File: src/rtl/scpg_pkg.sv
// Types and constant codes shared by the sound controller port glue.
package scpg_pkg;

  // Kind of bus request carried by an input item
  typedef enum logic [1:0] {
    ACT_HOST_CMD   = 2'd0,
    ACT_HOST_FLAG  = 2'd1,
    ACT_PORT_WRITE = 2'd2,
    ACT_PORT_READ  = 2'd3
  } action_t;

  // Controller port numbers
  localparam logic [7:0] PORT_LATCH   = 8'h00;
  localparam logic [7:0] PORT_COMMAND = 8'h01;
  localparam logic [7:0] PORT_CONTROL = 8'h02;

  // Control latch codes (low five bits)
  localparam logic [4:0] CTRL_CODE_MASK   = 5'h1f;
  localparam logic [4:0] CTRL_CHIP1_STAT  = 5'h12;
  localparam logic [4:0] CTRL_CHIP0_STAT  = 5'h16;
  localparam logic [4:0] CTRL_HOST_CMD_A  = 5'h0b;
  localparam logic [4:0] CTRL_HOST_CMD_B  = 5'h0f;
  localparam logic [4:0] CTRL_STROBE0     = 5'h15;
  localparam logic [4:0] CTRL_STROBE1     = 5'h11;

  // Value returned by a flag read when the host flag was pending
  localparam logic [7:0] FLAG_READ_VALUE = 8'h40;

  typedef struct packed {
    action_t    action;
    logic [7:0] port;
    logic [7:0] data;
    logic [7:0] chip0_status;
    logic [7:0] chip1_status;
  } in_item_t;

  typedef struct packed {
    logic [7:0] read_data;
    logic       chip0_strobe;
    logic       chip1_strobe;
    logic [7:0] chip_command_out;
    logic       bank0_load;
    logic [2:0] bank0_index;
    logic       bank1_load;
    logic [2:0] bank1_index;
  } out_item_t;

endpackage

File: src/rtl/scpg_if.sv
// Valid/ready channel interfaces for input requests and result requests.
interface scpg_in_if import scpg_pkg::*; ();
  logic     valid;
  logic     ready;
  in_item_t payload;

  modport source (output valid, output payload, input ready);
  modport sink (input valid, input payload, output ready);
endinterface

interface scpg_out_if import scpg_pkg::*; ();
  logic      valid;
  logic      ready;
  out_item_t payload;

  modport source (output valid, output payload, input ready);
  modport sink (input valid, input payload, output ready);
endinterface

File: src/rtl/sound_controller_port_glue.sv
// Port glue between host, sound controller and two sample chips.
//
//  channel   direction  handshake            payload
//  in_ch     sink       valid/ready          action, port, data, chip statuses
//  out_ch    source     valid/ready          read data, strobes, bank loads
//
// One request per cycle: an input register feeds the decode logic, which loads
// the result register and updates the latches on the same edge.
// A request is held in the input register, then in the result register, where
// it stays valid until it is taken.
// Synchronous active-low reset clears all latches and both stage valids.
// A stalled result holds the pipeline; the input register still accepts
// while it is empty or the result register is free or being drained.
module sound_controller_port_glue
  import scpg_pkg::*;
(
  input  logic        clk,
  input  logic        rst_n,
  scpg_in_if.sink     in_ch,
  scpg_out_if.source  out_ch
);

  logic      in_valid_r;
  in_item_t  in_pay_r;
  logic      out_valid_r;
  out_item_t out_pay_r;
  out_item_t out_pay_nxt;

  logic [7:0] host_command_r, host_command_nxt;
  logic       host_flag_r, host_flag_nxt;
  logic [7:0] port_latch_r, port_latch_nxt;
  logic [7:0] control_latch_r, control_latch_nxt;
  logic [7:0] chip_cmd_r, chip_cmd_nxt;
  logic [2:0] bank0_r, bank0_nxt;
  logic [2:0] bank1_r, bank1_nxt;

  logic       out_adv;
  logic       out_load;
  logic [2:0] nb0;
  logic [2:0] nb1;
  logic [4:0] ctrl_code;
  logic [4:0] data_code;

  // Advance when the result register is empty or being taken
  assign out_adv     = !out_valid_r || out_ch.ready;
  assign out_load    = out_adv && in_valid_r;
  assign in_ch.ready = !in_valid_r || out_adv;

  assign out_ch.valid   = out_valid_r;
  assign out_ch.payload = out_pay_r;

  assign ctrl_code = control_latch_r[4:0] & CTRL_CODE_MASK;
  assign data_code = in_pay_r.data[4:0] & CTRL_CODE_MASK;
  assign nb0 = {in_pay_r.data[7], port_latch_r[3:2]};
  assign nb1 = {in_pay_r.data[5], port_latch_r[1:0]};

  // Decode the registered request against the latches
  always_comb begin
    host_command_nxt  = host_command_r;
    host_flag_nxt     = host_flag_r;
    port_latch_nxt    = port_latch_r;
    control_latch_nxt = control_latch_r;
    chip_cmd_nxt      = chip_cmd_r;
    bank0_nxt         = bank0_r;
    bank1_nxt         = bank1_r;
    out_pay_nxt       = '0;

    case (in_pay_r.action)
      ACT_HOST_CMD: begin
        host_command_nxt = in_pay_r.data;
      end
      ACT_HOST_FLAG: begin
        host_flag_nxt = 1'b1;
      end
      ACT_PORT_WRITE: begin
        if (in_pay_r.port == PORT_LATCH) begin
          port_latch_nxt = in_pay_r.data;
        end else if (in_pay_r.port == PORT_COMMAND) begin
          chip_cmd_nxt = in_pay_r.data;
        end else if (in_pay_r.port == PORT_CONTROL) begin
          control_latch_nxt = in_pay_r.data;
          // Report bank changes; chip 0 index is one below the bank, floored at zero
          if (nb0 != bank0_r) begin
            bank0_nxt               = nb0;
            out_pay_nxt.bank0_load  = 1'b1;
            out_pay_nxt.bank0_index = (nb0 != 3'd0) ? nb0 - 3'd1 : 3'd0;
          end
          if (nb1 != bank1_r) begin
            bank1_nxt               = nb1;
            out_pay_nxt.bank1_load  = 1'b1;
            out_pay_nxt.bank1_index = nb1;
          end
          // Strobe the command byte into one chip
          if (data_code == CTRL_STROBE0) begin
            out_pay_nxt.chip0_strobe     = 1'b1;
            out_pay_nxt.chip_command_out = chip_cmd_r;
          end else if (data_code == CTRL_STROBE1) begin
            out_pay_nxt.chip1_strobe     = 1'b1;
            out_pay_nxt.chip_command_out = chip_cmd_r;
          end
        end
      end
      ACT_PORT_READ: begin
        if (in_pay_r.port == PORT_LATCH) begin
          out_pay_nxt.read_data = port_latch_r;
        end else if (in_pay_r.port == PORT_COMMAND) begin
          case (ctrl_code) inside
            CTRL_CHIP1_STAT: out_pay_nxt.read_data = {4'h0, in_pay_r.chip1_status[3:0]};
            CTRL_CHIP0_STAT: out_pay_nxt.read_data = {4'h0, in_pay_r.chip0_status[3:0]};
            CTRL_HOST_CMD_A, CTRL_HOST_CMD_B: out_pay_nxt.read_data = host_command_r;
            default: out_pay_nxt.read_data = '0;
          endcase
        end else if (in_pay_r.port == PORT_CONTROL) begin
          // Read and clear the pending host flag
          if (host_flag_r) begin
            host_flag_nxt         = 1'b0;
            out_pay_nxt.read_data = FLAG_READ_VALUE;
          end
        end
      end
      default: begin
        out_pay_nxt = '0;
      end
    endcase
  end

  // Input register: take a request whenever ready
  always_ff @(posedge clk) begin
    if (!rst_n) begin
      in_valid_r <= 1'b0;
    end else if (in_ch.ready) begin
      in_valid_r <= in_ch.valid;
    end
  end

  always_ff @(posedge clk) begin
    if (in_ch.ready && in_ch.valid) begin
      in_pay_r <= in_ch.payload;
    end
  end

  // Result register and latch update
  always_ff @(posedge clk) begin
    if (!rst_n) begin
      out_valid_r     <= 1'b0;
      host_command_r  <= '0;
      host_flag_r     <= 1'b0;
      port_latch_r    <= '0;
      control_latch_r <= '0;
      chip_cmd_r      <= '0;
      bank0_r         <= '0;
      bank1_r         <= '0;
    end else if (out_adv) begin
      out_valid_r <= in_valid_r;
      if (in_valid_r) begin
        host_command_r  <= host_command_nxt;
        host_flag_r     <= host_flag_nxt;
        port_latch_r    <= port_latch_nxt;
        control_latch_r <= control_latch_nxt;
        chip_cmd_r      <= chip_cmd_nxt;
        bank0_r         <= bank0_nxt;
        bank1_r         <= bank1_nxt;
      end
    end
  end

  always_ff @(posedge clk) begin
    if (out_load) begin
      out_pay_r <= out_pay_nxt;
    end
  end

`ifndef SYNTH
  a_strobe_excl: assert property (@(posedge clk) disable iff (!rst_n)
    out_valid_r |-> !(out_pay_r.chip0_strobe && out_pay_r.chip1_strobe))
    else $error("both chip strobes set in one result");

  a_bank1_track: assert property (@(posedge clk) disable iff (!rst_n)
    out_load |=> (!out_pay_r.bank1_load || out_pay_r.bank1_index == bank1_r))
    else $error("reported bank 1 index differs from bank register");

  a_flag_clear: assert property (@(posedge clk) disable iff (!rst_n)
    (out_load && in_pay_r.action == ACT_PORT_READ && in_pay_r.port == PORT_CONTROL)
      |=> !host_flag_r)
    else $error("host flag not cleared by flag read");

  a_ready_full: assert property (@(posedge clk) disable iff (!rst_n)
    !in_ch.ready |-> (in_valid_r && out_valid_r))
    else $error("input stalled with a free stage");
`endif

endmodule
File: src/flat_wrapper.sv
// flat-port wrapper written by rule: the top's interface ports become plain ports
module sound_controller_port_glue_flat import scpg_pkg::*;
  (clk, rst_n, in_ch_valid, in_ch_payload, in_ch_ready, out_ch_valid, out_ch_payload, out_ch_ready);
  scpg_in_if in_ch_i ();
  scpg_out_if out_ch_i ();
  input  logic clk;
  input  logic rst_n;
  input wire logic [$bits(in_ch_i.valid)-1:0] in_ch_valid;
  input wire logic [$bits(in_ch_i.payload)-1:0] in_ch_payload;
  output wire logic [$bits(in_ch_i.ready)-1:0] in_ch_ready;
  output wire logic [$bits(out_ch_i.valid)-1:0] out_ch_valid;
  output wire logic [$bits(out_ch_i.payload)-1:0] out_ch_payload;
  input wire logic [$bits(out_ch_i.ready)-1:0] out_ch_ready;
  assign in_ch_i.valid = in_ch_valid;
  assign in_ch_i.payload = in_ch_payload;
  assign in_ch_ready = in_ch_i.ready;
  assign out_ch_valid = out_ch_i.valid;
  assign out_ch_payload = out_ch_i.payload;
  assign out_ch_i.ready = out_ch_ready;
  sound_controller_port_glue u_core (.clk(clk), .rst_n(rst_n), .in_ch(in_ch_i), .out_ch(out_ch_i));
endmodule
File: config.mk
export PLATFORM = sky130hd
export DESIGN_NAME = sound_controller_port_glue_flat
export DESIGN_NICKNAME = d
export VERILOG_FILES = /design/src/rtl/scpg_pkg.sv /design/src/rtl/scpg_if.sv /design/src/rtl/sound_controller_port_glue.sv /design/src/flat_wrapper.sv
export SDC_FILE = /design/constraint.sdc
export NUM_CORES = 1
export LEC_CHECK = 0
export BUFFER_PORTS_ARGS = -buffer_cell sky130_fd_sc_hd__clkbuf_2
export CORE_ASPECT_RATIO = 1.1
export CORE_MARGIN = 3
export CORE_UTILIZATION = 35
export DETAILED_ROUTE_END_ITERATION = 12
export GPL_TIMING_DRIVEN = 1
export PLACE_DENSITY_LB_ADDON = 0.15
export SLEW_MARGIN = 0
export SYNTH_ARGS = -nofsm -noshare
export SYNTH_HDL_FRONTEND = slang
export SYNTH_SLANG_ARGS = --single-unit
export TNS_END_PERCENT = 30
File: constraint.sdc
create_clock -name clk -period 1.9 [get_ports clk]
set_clock_uncertainty 0.05 [all_clocks]
set_input_delay 0.19 -clock clk [delete_from_list [all_inputs] [get_ports clk]]
set_output_delay 0.19 -clock clk [all_outputs]
set_load 0.05 [all_outputs]
==> results.cfg <==
[drt]
vias = 2716
detail-route-antenna-nets = 0
dr.pass1.iters = 4
routed_wl_um = 8210
routed_via_density = 4.84
wl_per_cell_um = 14.6
drc = 0
drtIter0Drc = 139

[worst_setup_path]
path_buf_inv = 1
worstRegToRegCells = 5
worstSetupPathType = reg2reg
arrival_ns = 1.99
endpoint_kind = flop
cp_slowest_cell = or4_4
crit_chain = or4_4 > nor3_4 > buf_6 > nand4b_1 > nor2_1
rr_startpoint = u_core.in_pay_r[30]$_DFFE_PP_
cp.required_ns = 2.06
start_kind = flop
startpoint = u_core.in_pay_r[30]$_DFFE_PP_
endpoint = u_core.out_ch.payload[5]$_SDFFCE_PP0P_
cp_max_fo = 10
worst-path-stages = 5
r2r_setup_slack_ns = 0.08
cp_top_family = simple AND/OR/NAND/NOR gates
r2r-end = u_core.out_ch.payload[5]$_SDFFCE_PP0P_
max_stage_delay_ns = 0.60

[pwr]
power_mw = 3.80
power.share.sequential_pct = 57.0
p_leak_nw = 1.77
clkPwrFrac_pct = 34.4
switchingPower_uw = 942
vdd_drop_max_uv = 365
p_per_area_nw_per_um2 = 795
p_int_mw = 2.86
share_comb_of_total_power_pct = 8.6
sw_frac_of_total_pct = 24.8

[yosys]
synth.distinct_cells = 45
syn_nets = 350
synth_edf_count = 52
yosys-top-cells-area = edfxtp_1, dfxtp_1, a21oi_1, nand3_1, o21ai_0
syn_inst = 310
ys_warn_count = 0
async_flop_share_pct = 0
synth_area_sq_um = 3650
synth-main-ff-cell = edfxtp_1
yosysTopAreaCell = edfxtp_1
avgSynthCellArea_sq_um = 11.8
synth_top_area_share_pct = 42.8
yosysSeqAreaShare_pct = 63.6
synth-seq-cells = 90

[global_routing]
grt_max_degree = 39
grt_pass1_vias = 2683
grt_remaining_overflow = 0
track_usage_pct = 15.2
grt_pass1_wl_um = 13700
antenna_found_initial = 0

[final_layout]
final_util_pct = 47.7
nNetsFinal = 456
fin_cells = 561
final_cell_area_sq_um = 4780
drive_gt1_share_pct = 28.5
syn2layout_area_growth_pct = 31.0
num_antenna_cells = 0

[floorplan]
die_height_um = 113
rows = 38
ios = 66
die_w_um = 103
start_util_pct = 36.4
die_area_sq_um = 11700
core-area_sq_um = 10000

[sta]
fin_crit_sh_pct = 96.0
rsz0062_at_grt = yes
max_freq_ghz = 0.548
setup_viol = 0
timing.setup.tns_ns = 0
tightest_slew_ns = 0.417
setup_ws_ns = 0.0757
hold_ws_ns = 0.151
slew_headroom_pct = 72.2
period_minus_slack_ns = 1.82
hold_viol = 0
drv_slew = 0

[clocking]
clk_latency_ns = 0.36
htreeDepth = 3
numClockSinks = 90
cts_tree = built
cts.reportedPaths.clkPinSlew_ns = 0.09
cts_root_buffer = clkbuf_8
cts_buffers = 9
cts_buffer_depth = 2

[placement]
dpl_worst_slack_ns = 0.00438
place_inst = 518
dpl_cell_area_sq_um = 4270
dp_hpwl_um = 5660
gp_congestion = 0.756
port_buffers = 57

[hold_path]
hold_path_class = in2reg

[status]
outcome = finished, final reports clean

[run]
max-cap-violations = 0
per-layer routing:
metal / global-route usage, % / share of wire, % / routed length (um)
met5: 0 / 0 / 0
met1: 21.4 / 48 / 3930
met3: 3.02 / 3.6 / 295
met2: 22.7 / 47 / 3830
met4: 6.56 / 1.9 / 159
kinds of logic after synthesis:
logic type / share of synthesized area [%]
AO/OA/AOI/OAI: 12.0
XOR/XNOR: 1.44
adder cells (fa/ha/maj): 0.686
buffers and inverters: 2.74
flip-flops: 63.6
multiplexers: 2.19
AND/OR/NAND/NOR: 17.3
Yosys cell counts, drive strengths merged (6+ instances only):
cell type	number
edfxtp	52
dfxtp	38
a21oi	33
o21ai	27
nand3	25
nor2	18
and2	14
clkbuf	13
nand2b	10
mux2i	8
nand4	8
buf	6
inv	6
nand2	6
xnor2	6
worst min path at each step:
stage          depth (start not counted)                                to  slack, ns              start
2_1_floorplan                          0     u_core.data_code[0]$_DFFE_PP_       0.24  in_ch_payload[16]
3_3_place_gp                           1     u_core.in_pay_r[22]$_DFFE_PP_       0.32  in_ch_payload[22]
5_1_grt                                3  u_core.out_ch.valid$_SDFFE_PN0N_       0.17       out_ch_ready
4_1_cts                                3  u_core.out_ch.valid$_SDFFE_PN0N_       0.14       out_ch_ready
3_5_place_dp                           1     u_core.in_pay_r[24]$_DFFE_PP_       0.32  in_ch_payload[24]
6_report                               3  u_core.out_ch.valid$_SDFFE_PN0N_       0.15       out_ch_ready
state kept, by name, summed over array words and instances (netlist names):
| name | flops |
|---|---|
| u_core.bank0_r | 3 |
| u_core.bank1_r | 3 |
| u_core.chip_cmd_r | 8 |
| u_core.control_latch_r | 5 |
| u_core.data_code | 5 |
| u_core.host_command_r | 8 |
| u_core.host_flag_r | 1 |
| u_core.in_pay_r | 21 |
| u_core.in_valid_r | 1 |
| u_core.out_ch.payload | 26 |
| u_core.out_ch.valid | 1 |
| u_core.port_latch_r | 8 |
power groups by stage:
stage / clock, mW / sequential (mW) / combinational [mW]
final: 1.31 / 2.16 / 0.328
after global routing: 1.44 / 2.17 / 0.353
after CTS: 1.35 / 2.16 / 0.327
after detailed placement: 0 / 2.21 / 0.283
after global placement: 0 / 2.21 / 0.280
after floorplan: 0 / 2.28 / 0.0900
cell usage in the layout (no fill, tap or decap), types with 2 or more instances in the layout:
cell	Yosys	layout
clkinvlp_4	0	3
a22o_1	2	2
xnor2_1	6	6
o221a_2	2	2
a32oi_1	2	2
and2_1	13	12
edfxtp_1	52	52
ha_1	2	2
a211oi_1	2	2
a21oi_1	33	32
o21ai_1	3	3
nand3_1	25	25
nor4_4	2	3
buf_6	0	2
and3_1	3	2
dlygate4sd3_1	0	27
nand3b_1	3	3
dfxtp_1	38	37
nor2b_1	2	2
clkbuf_8	0	9
nand4_1	8	8
nor2_1	17	17
nand2b_1	10	10
inv_1	6	6
clkbuf_2	0	57
nand2_1	6	5
buf_4	0	27
o311a_1	2	2
mux2i_1	8	8
o21ai_0	24	24
nand4b_1	2	2
area by class of cell:
type | instances | area, sq um
multi-input cells | 195 | 1260
clock inverters | 6 | 66.3
clock buffers | 10 | 128
fillers | 952 | 5250
well taps | 140 | 175
flip-flops and latches | 90 | 2320
inverters | 6 | 22.5
repair buffers | 114 | 801
worst reg2reg max path: stages (launching register included):
cell	delay [ns]
edfxtp_1	0.43
or4_4	0.60
nor3_4	0.17
buf_6	0.16
nand4b_1	0.14
nor2_1	0.14
what timing repair did:
| action | 4_1_cts | 5_1_grt |
|---|---|---|
| pin swaps | 0 | 3 |
| setup endpoints to repair | 1 | 20 |
| hold endpoints to repair | 27 | 0 |
| hold buffers | 27 | 0 |
| gates resized for setup | 1 | 10 |
| buffers inserted | 0 | 0 |
(Power assumes the default switching activity.)
